==> src/sv/e8alu_pkg.sv <==
// types, operation codes and field layout shared by the eight-bit alu files
package e8alu_pkg;

    typedef enum logic [4:0] {
        OP_ADD   = 5'd0,
        OP_ADC   = 5'd1,
        OP_SUB   = 5'd2,
        OP_SBC   = 5'd3,
        OP_AND   = 5'd4,
        OP_XOR   = 5'd5,
        OP_OR    = 5'd6,
        OP_CP    = 5'd7,
        OP_RLC   = 5'd8,
        OP_RRC   = 5'd9,
        OP_RL    = 5'd10,
        OP_RR    = 5'd11,
        OP_SLA   = 5'd12,
        OP_SRA   = 5'd13,
        OP_SRL   = 5'd14,
        OP_SWAP  = 5'd15,
        OP_BIT   = 5'd16,
        OP_RES   = 5'd17,
        OP_SET   = 5'd18,
        OP_CPL   = 5'd19,
        OP_SCF   = 5'd20,
        OP_CCF   = 5'd21,
        OP_ADDHL = 5'd22,
        OP_ADDSP = 5'd23,
        OP_INC16 = 5'd24,
        OP_DEC16 = 5'd25
    } kind_t;

    localparam int FLAG_Z = 3;
    localparam int FLAG_N = 2;
    localparam int FLAG_H = 1;
    localparam int FLAG_C = 0;

    typedef struct packed {
        logic        acc_form;
        logic [3:0]  flags_in;
        logic [2:0]  bit_index;
        logic [15:0] word_b;
        logic [15:0] word_a;
        logic [7:0]  byte_b;
        logic [7:0]  byte_a;
        kind_t       kind;
    } in_item_t;

    typedef struct packed {
        logic        writes_back;
        logic [3:0]  flags_out;
        logic [15:0] result;
    } out_item_t;

    localparam int IN_W  = $bits(in_item_t);
    localparam int OUT_W = $bits(out_item_t);

endpackage

==> src/sv/e8alu_stage.sv <==
// one pipeline register with valid bit and ready back-pressure
module e8alu_stage #(
    parameter int WIDTH = 8
) (
    input  logic             clk,
    input  logic             rst_n,
    input  logic             in_valid,
    output logic             in_ready,
    input  logic [WIDTH-1:0] in_data,
    output logic             out_valid,
    input  logic             out_ready,
    output logic [WIDTH-1:0] out_data
);
    logic             valid_reg;
    logic             valid_next;
    logic [WIDTH-1:0] data_reg;

    assign in_ready   = !valid_reg || out_ready;
    assign valid_next = in_ready ? in_valid : valid_reg;

    always_ff @(posedge clk or negedge rst_n)
    begin
        if (!rst_n)
        begin
            valid_reg <= 1'b0;
        end
        else
        begin
            valid_reg <= valid_next;
        end
    end

    always_ff @(posedge clk)
    begin
        if (in_ready && in_valid)
        begin
            data_reg <= in_data;
        end
    end

    assign out_valid = valid_reg;
    assign out_data  = data_reg;

endmodule

==> src/sv/e8alu_core.sv <==
// operation decode, arithmetic and flag generation for one beat
module e8alu_core (
    input  e8alu_pkg::in_item_t  item,
    output e8alu_pkg::out_item_t res
);
    import e8alu_pkg::*;

    logic [7:0]  a;
    logic [7:0]  b;
    logic        cin;
    logic        t;
    logic [8:0]  sum9;
    logic [4:0]  sum5;
    logic [8:0]  dif9;
    logic [4:0]  dif5;
    logic [7:0]  r8;
    logic        rot_c;
    logic [7:0]  bit_mask;
    logic [16:0] hl17;
    logic [12:0] hl13;
    logic [7:0]  off;
    logic [4:0]  sp5;
    logic [8:0]  sp9;
    logic [15:0] sp16;

    always_comb
    begin
        a        = item.byte_a;
        b        = item.byte_b;
        cin      = item.flags_in[FLAG_C];
        t        = ((item.kind == OP_ADC) || (item.kind == OP_SBC)) ? cin : 1'b0;
        sum9     = {1'b0, a} + {1'b0, b} + {8'd0, t};
        sum5     = {1'b0, a[3:0]} + {1'b0, b[3:0]} + {4'd0, t};
        dif9     = {1'b0, a} - {1'b0, b} - {8'd0, t};
        dif5     = {1'b0, a[3:0]} - {1'b0, b[3:0]} - {4'd0, t};
        bit_mask = 8'd1 << item.bit_index;
        hl17     = {1'b0, item.word_a} + {1'b0, item.word_b};
        hl13     = {1'b0, item.word_a[11:0]} + {1'b0, item.word_b[11:0]};
        off      = item.word_b[7:0];
        sp5      = {1'b0, item.word_a[3:0]} + {1'b0, off[3:0]};
        sp9      = {1'b0, item.word_a[7:0]} + {1'b0, off};
        sp16     = item.word_a + {{8{off[7]}}, off};

        unique case (item.kind)
            OP_RLC:  begin rot_c = b[7]; r8 = {b[6:0], b[7]}; end
            OP_RRC:  begin rot_c = b[0]; r8 = {b[0], b[7:1]}; end
            OP_RL:   begin rot_c = b[7]; r8 = {b[6:0], cin};  end
            default: begin rot_c = b[0]; r8 = {cin, b[7:1]};  end
        endcase

        res.result      = 16'd0;
        res.flags_out   = item.flags_in;
        res.writes_back = 1'b1;

        unique case (item.kind)
            OP_ADD, OP_ADC:
            begin
                res.result    = {8'd0, sum9[7:0]};
                res.flags_out = {sum9[7:0] == 8'd0, 1'b0, sum5[4], sum9[8]};
            end
            OP_SUB, OP_SBC, OP_CP:
            begin
                res.result      = {8'd0, dif9[7:0]};
                res.flags_out   = {dif9[7:0] == 8'd0, 1'b1, dif5[4], dif9[8]};
                res.writes_back = (item.kind != OP_CP);
            end
            OP_AND:
            begin
                res.result    = {8'd0, a & b};
                res.flags_out = {(a & b) == 8'd0, 1'b0, 1'b1, 1'b0};
            end
            OP_XOR:
            begin
                res.result    = {8'd0, a ^ b};
                res.flags_out = {(a ^ b) == 8'd0, 3'b000};
            end
            OP_OR:
            begin
                res.result    = {8'd0, a | b};
                res.flags_out = {(a | b) == 8'd0, 3'b000};
            end
            OP_RLC, OP_RRC, OP_RL, OP_RR:
            begin
                res.result    = {8'd0, r8};
                res.flags_out = {!item.acc_form && (r8 == 8'd0), 2'b00, rot_c};
            end
            OP_SLA:
            begin
                res.result    = {8'd0, b[6:0], 1'b0};
                res.flags_out = {b[6:0] == 7'd0, 2'b00, b[7]};
            end
            OP_SRA:
            begin
                res.result    = {8'd0, b[7], b[7:1]};
                res.flags_out = {b[7:1] == 7'd0, 2'b00, b[0]};
            end
            OP_SRL:
            begin
                res.result    = {8'd0, 1'b0, b[7:1]};
                res.flags_out = {b[7:1] == 7'd0, 2'b00, b[0]};
            end
            OP_SWAP:
            begin
                res.result    = {8'd0, b[3:0], b[7:4]};
                res.flags_out = {b == 8'd0, 3'b000};
            end
            OP_BIT:
            begin
                res.result      = {8'd0, b};
                res.flags_out   = {(b & bit_mask) == 8'd0, 1'b0, 1'b1, cin};
                res.writes_back = 1'b0;
            end
            OP_RES:
            begin
                res.result = {8'd0, b & ~bit_mask};
            end
            OP_SET:
            begin
                res.result = {8'd0, b | bit_mask};
            end
            OP_CPL:
            begin
                res.result    = {8'd0, ~a};
                res.flags_out = {item.flags_in[FLAG_Z], 1'b1, 1'b1, cin};
            end
            OP_SCF:
            begin
                res.flags_out   = {item.flags_in[FLAG_Z], 3'b001};
                res.writes_back = 1'b0;
            end
            OP_CCF:
            begin
                res.flags_out   = {item.flags_in[FLAG_Z], 2'b00, !cin};
                res.writes_back = 1'b0;
            end
            OP_ADDHL:
            begin
                res.result    = hl17[15:0];
                res.flags_out = {item.flags_in[FLAG_Z], 1'b0, hl13[12], hl17[16]};
            end
            OP_ADDSP:
            begin
                res.result    = sp16;
                res.flags_out = {2'b00, sp5[4], sp9[8]};
            end
            OP_INC16:
            begin
                res.result = item.word_a + 16'd1;
            end
            OP_DEC16:
            begin
                res.result = item.word_a - 16'd1;
            end
            default:
            begin
                // unused codes
                res.writes_back = 1'b0;
            end
        endcase
    end

endmodule

==> src/sv/eight_bit_cpu_alu_with_flags.sv <==
// top level of the flag-producing eight-bit alu
//
// channel   dir  beat contents
// s_axis    in   tdata operands and flags, tuser operation code and accumulator form
// m_axis    out  tdata result and new flags, tuser write-back flag
//
// one beat accepted per cycle unless m_axis stalls with both registers full
// input register, then alu logic, then result register
// reset clears both valid bits, payload registers are not reset
// s_axis_tready falls only when both registers hold beats and m_axis stalls
module eight_bit_cpu_alu_with_flags (
    input  logic        clk,
    input  logic        rst_n,
    input  logic        s_axis_tvalid,
    output logic        s_axis_tready,
    // byte_a, byte_b, word_a, word_b, bit_index, flags_in, zero pad
    input  logic [55:0] s_axis_tdata,
    // kind, acc_form
    input  logic [5:0]  s_axis_tuser,
    output logic        m_axis_tvalid,
    input  logic        m_axis_tready,
    // result, flags_out, zero pad
    output logic [23:0] m_axis_tdata,
    // writes_back
    output logic [0:0]  m_axis_tuser
);
    import e8alu_pkg::*;

    in_item_t  in_item;
    in_item_t  op_item;
    out_item_t alu_out;
    out_item_t res_item;
    logic      op_valid;
    logic      op_ready;

    always_comb
    begin
        in_item.kind      = kind_t'(s_axis_tuser[4:0]);
        in_item.acc_form  = s_axis_tuser[5];
        in_item.byte_a    = s_axis_tdata[7:0];
        in_item.byte_b    = s_axis_tdata[15:8];
        in_item.word_a    = s_axis_tdata[31:16];
        in_item.word_b    = s_axis_tdata[47:32];
        in_item.bit_index = s_axis_tdata[50:48];
        in_item.flags_in  = s_axis_tdata[54:51];
    end

    e8alu_stage #(
        .WIDTH (IN_W)
    ) u_in_stage (
        .clk       (clk),
        .rst_n     (rst_n),
        .in_valid  (s_axis_tvalid),
        .in_ready  (s_axis_tready),
        .in_data   (in_item),
        .out_valid (op_valid),
        .out_ready (op_ready),
        .out_data  (op_item)
    );

    e8alu_core u_core (
        .item (op_item),
        .res  (alu_out)
    );

    e8alu_stage #(
        .WIDTH (OUT_W)
    ) u_out_stage (
        .clk       (clk),
        .rst_n     (rst_n),
        .in_valid  (op_valid),
        .in_ready  (op_ready),
        .in_data   (alu_out),
        .out_valid (m_axis_tvalid),
        .out_ready (m_axis_tready),
        .out_data  (res_item)
    );

    assign m_axis_tdata = {4'd0, res_item.flags_out, res_item.result};
    assign m_axis_tuser = res_item.writes_back;

endmodule

==> config.mk <==
export PLATFORM = sky130hd
export DESIGN_NAME = eight_bit_cpu_alu_with_flags
export DESIGN_NICKNAME = d
export VERILOG_FILES = /design/src/sv/e8alu_pkg.sv /design/src/sv/e8alu_stage.sv /design/src/sv/e8alu_core.sv /design/src/sv/eight_bit_cpu_alu_with_flags.sv
export SDC_FILE = /design/constraint.sdc
export NUM_CORES = 1
export LEC_CHECK = 0
export BUFFER_PORTS_ARGS = -buffer_cell sky130_fd_sc_hd__buf_4
export CORE_MARGIN = 5
export CORE_UTILIZATION = 59
export CTS_CLUSTER_SIZE = 10
export DETAILED_ROUTE_END_ITERATION = 10
export PLACE_DENSITY = 0.82
export RECOVER_POWER = 50
export SLEW_MARGIN = 20
export SYNTH_ARGS = -nofsm -noshare
export SYNTH_HDL_FRONTEND = slang
export SYNTH_HIERARCHICAL = 1
export SYNTH_SLANG_ARGS = --single-unit
==> constraint.sdc <==
create_clock -name clk -period 5.24 [get_ports clk]
set_clock_uncertainty 0.2 [all_clocks]
set_input_delay 0.524 -clock clk [delete_from_list [all_inputs] [get_ports clk]]
set_output_delay 0.524 -clock clk [all_outputs]
set_load 0.005 [all_outputs]
* After elaboration in Yosys (flattened, before gate mapping)
Index checks and enable logic that the tools add are counted.
W data, S select, Z words.
** Cells by class
- Multiplexer cells :: 6
- Reductions and logical operators :: 27
- Add/subtract/negate cells :: 15
- Bitwise operators :: 8
- Shifts and indexed selects :: 1
- Equal/unequal tests :: 26
** Operator list (number)
- $pmux W16 S18 :: 1
- $logic_not A8 Y1 :: 8
- $pmux W4 S15 :: 1
- $eq A5 B5 Y1 const B :: 10
- $eq A5 B4 Y1 const B :: 8
- $and A8 B8 Y8 :: 3
- $pmux W8 S3 :: 1
- $eq A5 B3 Y1 const B :: 4
- $reduce_or A20 Y1 :: 1
- $add A8 B8 Y9 :: 2
- $add A16 B16 Y17 :: 1
- $add A16 B1 Y16 const B :: 1
- $add A16 B16 Y16 :: 1
- $not A8 Y8 :: 2
- $or A8 B8 Y8 :: 2
- $sub A16 B1 Y16 const B :: 1
- $logic_not A7 Y1 :: 2
- $add A12 B12 Y13 :: 1
- $add A4 B4 Y5 :: 2
- $eq A5 B2 Y1 const B :: 2
- $add A9 B1 Y9 :: 1
- $sub A8 B8 Y9 :: 1
- $sub A9 B1 Y9 :: 1
- $shl A1 B3 Y8 const A :: 1
- 15 further kinds :: 25
** Storage, ports and cells
- Register bits after elaboration :: 84
- Bits of input ports :: 66
- Word-level logic and storage cells :: 87
- Output and inout bits :: 27

* Depth between registers and ports, before layout
- Depth in word-level cells :: 6
- Mapped depth :: 15

* By module
Netlist, hierarchy kept.
** Modules (own cells, without submodules)
- e8alu_core :: area an instance 4147.7 µm², times used 1, cells an instance 593, seq. area each 0.0 µm²
- e8alu_stage at u_in_stage :: area an instance 1885.6 µm², times used 1, cells an instance 65, seq. area each 1856.8 µm²
- e8alu_stage at u_out_stage :: area an instance 684.4 µm², times used 1, cells an instance 25, seq. area each 655.6 µm²
- eight_bit_cpu_alu_with_flags :: area an instance 33.8 µm², times used 1, cells an instance 5, seq. area each 0.0 µm²

* Least setup slack after synthesis
No wires, ideal clock.
- Path type :: register to register
- Start point :: register u_in_stage.data_reg[38], in the netlist u_in_stage/out_data[38]
- End point :: register u_out_stage.data_reg[15], in the netlist u_out_stage/out_data[15], data pin
- Arrival :: 3.395 ns
- Data required time :: 4.768 ns
- Cell stages (with the launch flop) :: 14
- Slack :: 1.373 ns
- Period minus slack after synthesis :: 3.867 ns
- Cells stage by stage :: edfxtp_1 -> or4_1 -> or4_1 -> ha_1 -> nand2_1 -> nand2_1 -> ha_1 -> a21o_1 -> a21oi_1 -> nor2b_1 -> a311o_1 -> a31oi_1 -> mux2i_1 -> o211ai_1
** RTL lines
- start: declaration :: line e8alu_stage.sv:16 : logic [WIDTH-1:0] data_reg;
- start signal: assignment :: line e8alu_stage.sv:37 : data_reg <= in_data;
- end signal: assignment :: line e8alu_stage.sv:37
- end: declaration :: line e8alu_stage.sv:16

==> flow_summary.json <==
{
  "clkSinkCount": 84,
  "root_buffer": "clkbuf_16",
  "violations": "max-capacitance violations, max-slew violations",
  "power_frac_comb_pct": 29.1,
  "grt_pass1_vias": 6123,
  "track_usage_pct": 31.6,
  "overflow": 0,
  "avgSynthCellArea_um2": 9.81,
  "synth_seq_area_share_pct": 37.2,
  "syn_to_final_growth_pct": 14.8,
  "final-max-slew-violation-count": 22,
  "die_h_um": 117,
  "io_pins": 93,
  "met1_usage_pct": 40.0,
  "avgViaCountPerCell": 6.82,
  "std_cell_rows": 39,
  "wl_per_cell_um": 23.5,
  "startpoint_type": "register",
  "slew_headroom_pct": -13.4,
  "synth_top_flop_cell": "edfxtp_1",
  "leakagePower_nw": 3.16,
  "cts_tree": "done",
  "final_common_cell": "edfxtp_1",
  "synthCells": 688,
  "vias": 6221,
  "antenna_found_initial": 0,
  "worstPathRequired_ns": 5.11,
  "start_util_pct": 59.6,
  "crit_fanout": 5,
  "cts_setup_buffers": 0,
  "finalCriticalPeriod_ns": 4.32,
  "grt_pass1_wl_um": 32300,
  "async_flop_share_pct": 2.38,
  "gr-max-usage-layer": "met2",
  "clk_latency_ns": 0.35,
  "grt_setup_unrepaired": "false",
  "antenna_cells": 0,
  "drive_gt1_share_pct": 16.1,
  "nets": 899,
  "cts_made_buffers": 9,
  "synth_edf_count": 82,
  "die_w_um": 117,
  "syn_area_mm2": 0.00675,
  "setup_viol": 0,
  "p_sw_w": 0.000673,
  "totalWireLength_um": 21400,
  "portBuffers": 87,
  "drt_iter0_drc": 769,
  "use_met2_pct": 51.2,
  "cp-end-kind": "register",
  "finalCritPeriodShare_pct": 82.5,
  "status": "complete, but fails checks",
  "ant_nets": 0,
  "p_seq_share_pct": 40.5,
  "arrival_ns": 4.19,
  "place.gp.congestion": 1.00,
  "ys_seq_elements": 84,
  "hpwl_um": 16100,
  "grt_max_degree": 62,
  "n_fill_cell": 868,
  "worst_pin_slew_ns": 1.70,
  "clkPwrFrac_pct": 30.4,
  "hold_class": "in2reg",
  "p_int_w": 0.00145,
  "vdd_drop_max_mv": 0.399,
  "finalSetupTns_ns": 0,
  "clockBufferDepth": 2,
  "placed_area_mm2": 0.00746,
  "crit_type": "reg2reg",
  "design_area_mm2": 0.00775,
  "finalHoldViolCount": 0,
  "grt_use_met3_pct": 6.43,
  "htreeDepth": 3,
  "power_w": 0.00212,
  "p_sw_share_pct": 31.7,
  "core_mm2": 0.0113,
  "drt_first_pass_iters": 6,
  "clkSlewWorstSetupHoldPaths_ns": 0.06,
  "final_cell_mix": "82 x edfxtp_1, 68 x clkbuf_4, 63 x ha_1",
  "p_per_area_mw_per_mm2": 274,
  "fmax_mhz": 231,
  "die_area_mm2": 0.0137,
  "synth.distinct_cells": 81,
  "route.detailed.drc": 0,
  "ys.warnings.count": 6,
  "maxCapViolCount": 1,
  "whs_ns": 0.170
}
==> cells by family after synthesis <==
group / count (synthesis) / synth area share (%)
xor gates and xnor gates: 44 / 5.71
AOI/OAI and AO/OA: 206 / 20.8
adders and majority gates: 69 / 13.5
buffers and inverters: 68 / 4.63
DFF: 84 / 37.2
and+or+nand+nor: 208 / 16.5
muxes: 8 / 1.65
other: 1 / 0.0555
==> synthesized netlist by cell type (all sizes together) (12+ instances only) <==
master / instances / share of area [%]
xnor2: 27 / 3.5
inv: 36 / 2.0
xor2: 17 / 2.2
o22ai: 15 / 1.4
nor3: 15 / 1.2
nand3: 12 / 0.89
edfxtp: 82 / 36
nand2b: 12 / 1.4
o21ai: 40 / 3.0
nor2: 46 / 2.6
a21oi: 37 / 2.8
buf: 19 / 1.9
clkbuf: 13 / 0.72
ha: 63 / 12
nand2: 56 / 3.1
a21o: 18 / 2.0
==> flip-flops by register name, summed over array words and instances, names as in the netlist <==
name	cells
u_out_stage/out_valid	1
u_in_stage/out_valid	1
u_out_stage/out_data	21
u_in_stage/out_data	61
==> worst paths after layout <==
kind / start / depth (start not counted) / endpoint / slack, ns
min in group asynchronous: rst_n / 2 / u_in_stage/out_valid$_DFFE_PN0P_ / 0.29
worst max register to register: u_in_stage/out_data[38]$_DFFE_PP_ / 13 / u_out_stage/out_data[15]$_DFFE_PP_ / 0.92
worst min register to register: u_out_stage/out_valid$_DFFE_PN0P_ / 2 / u_out_stage/out_valid$_DFFE_PN0P_ / 0.34
worst max-delay path: u_in_stage/out_data[38]$_DFFE_PP_ / 13 / u_out_stage/out_data[15]$_DFFE_PP_ / 0.92
max in group asynchronous: rst_n / 2 / u_out_stage/out_valid$_DFFE_PN0P_ / 4.43
worst min-delay path: s_axis_tdata[40] / 1 / u_in_stage/out_data[45]$_DFFE_PP_ / 0.17
==> per-stage QoR <==
step / setup WS [ns] / util (%) / instances
3_3_place_gp: 1.07 / 65.9 / 895
2_1_floorplan: 1.37 / - / 691
4_1_cts: 0.972 / 68.7 / 912
5_1_grt: 0.712 / 68.5 / 912
6_report: 0.916 / 68.5 / 912
3_5_place_dp: 0.995 / 65.9 / 895
==> cell type report <==
type / count / area (µm²) / area share, %
clock buffers: 10 / 239 / 3.08
clock inverters: 6 / 61.3 / 0.791
inverters: 36 / 135 / 1.74
multi-input cells: 539 / 3930 / 50.7
flip-flops and latches: 84 / 2510 / 32.4
well taps: 143 / 179 / 2.31
repair buffers: 94 / 697 / 8.99
==> layer usage <==
layer / up-vias / wire length [µm]
li1: 2750 / -
met1: 2914 / 8380
met2: 454 / 9880
met3: 103 / 2080
met4: 0 / 1080
met5: - / 0
==> power by group through the flow <==
| stage | combinational, W | sequential, W | clock, W |
|---|---|---|---|
| floorplan | 0.000420 | 0.000844 | 0 |
| global placement | 0.000580 | 0.000870 | 0 |
| detailed placement | 0.000600 | 0.000871 | 0 |
| CTS | 0.000607 | 0.000857 | 0.000654 |
| global route | 0.000659 | 0.000864 | 0.000688 |
| finish | 0.000617 | 0.000859 | 0.000646 |
==> worst max-delay path: stages, from the launching register on <==
cell and delay (ns):
edfxtp_1 0.49, or4_1 0.64, or4_1 0.53, ha_1 0.31
nand2_1 0.06, nand2_1 0.07, ha_1 0.20, a21o_1 0.20
a21oi_1 0.23, nor2b_1 0.08, a311o_1 0.36, a31oi_1 0.34
mux2i_1 0.23, o211ai_1 0.12
==> repair_timing <==
| item | CTS | global route |
|---|---|---|
| gates resized for setup | 0 | 0 |
| hold buffers | 1 | 0 |
| endpoints found under the hold margin | 2 | 0 |
Power figures use the tool's default switching activity.
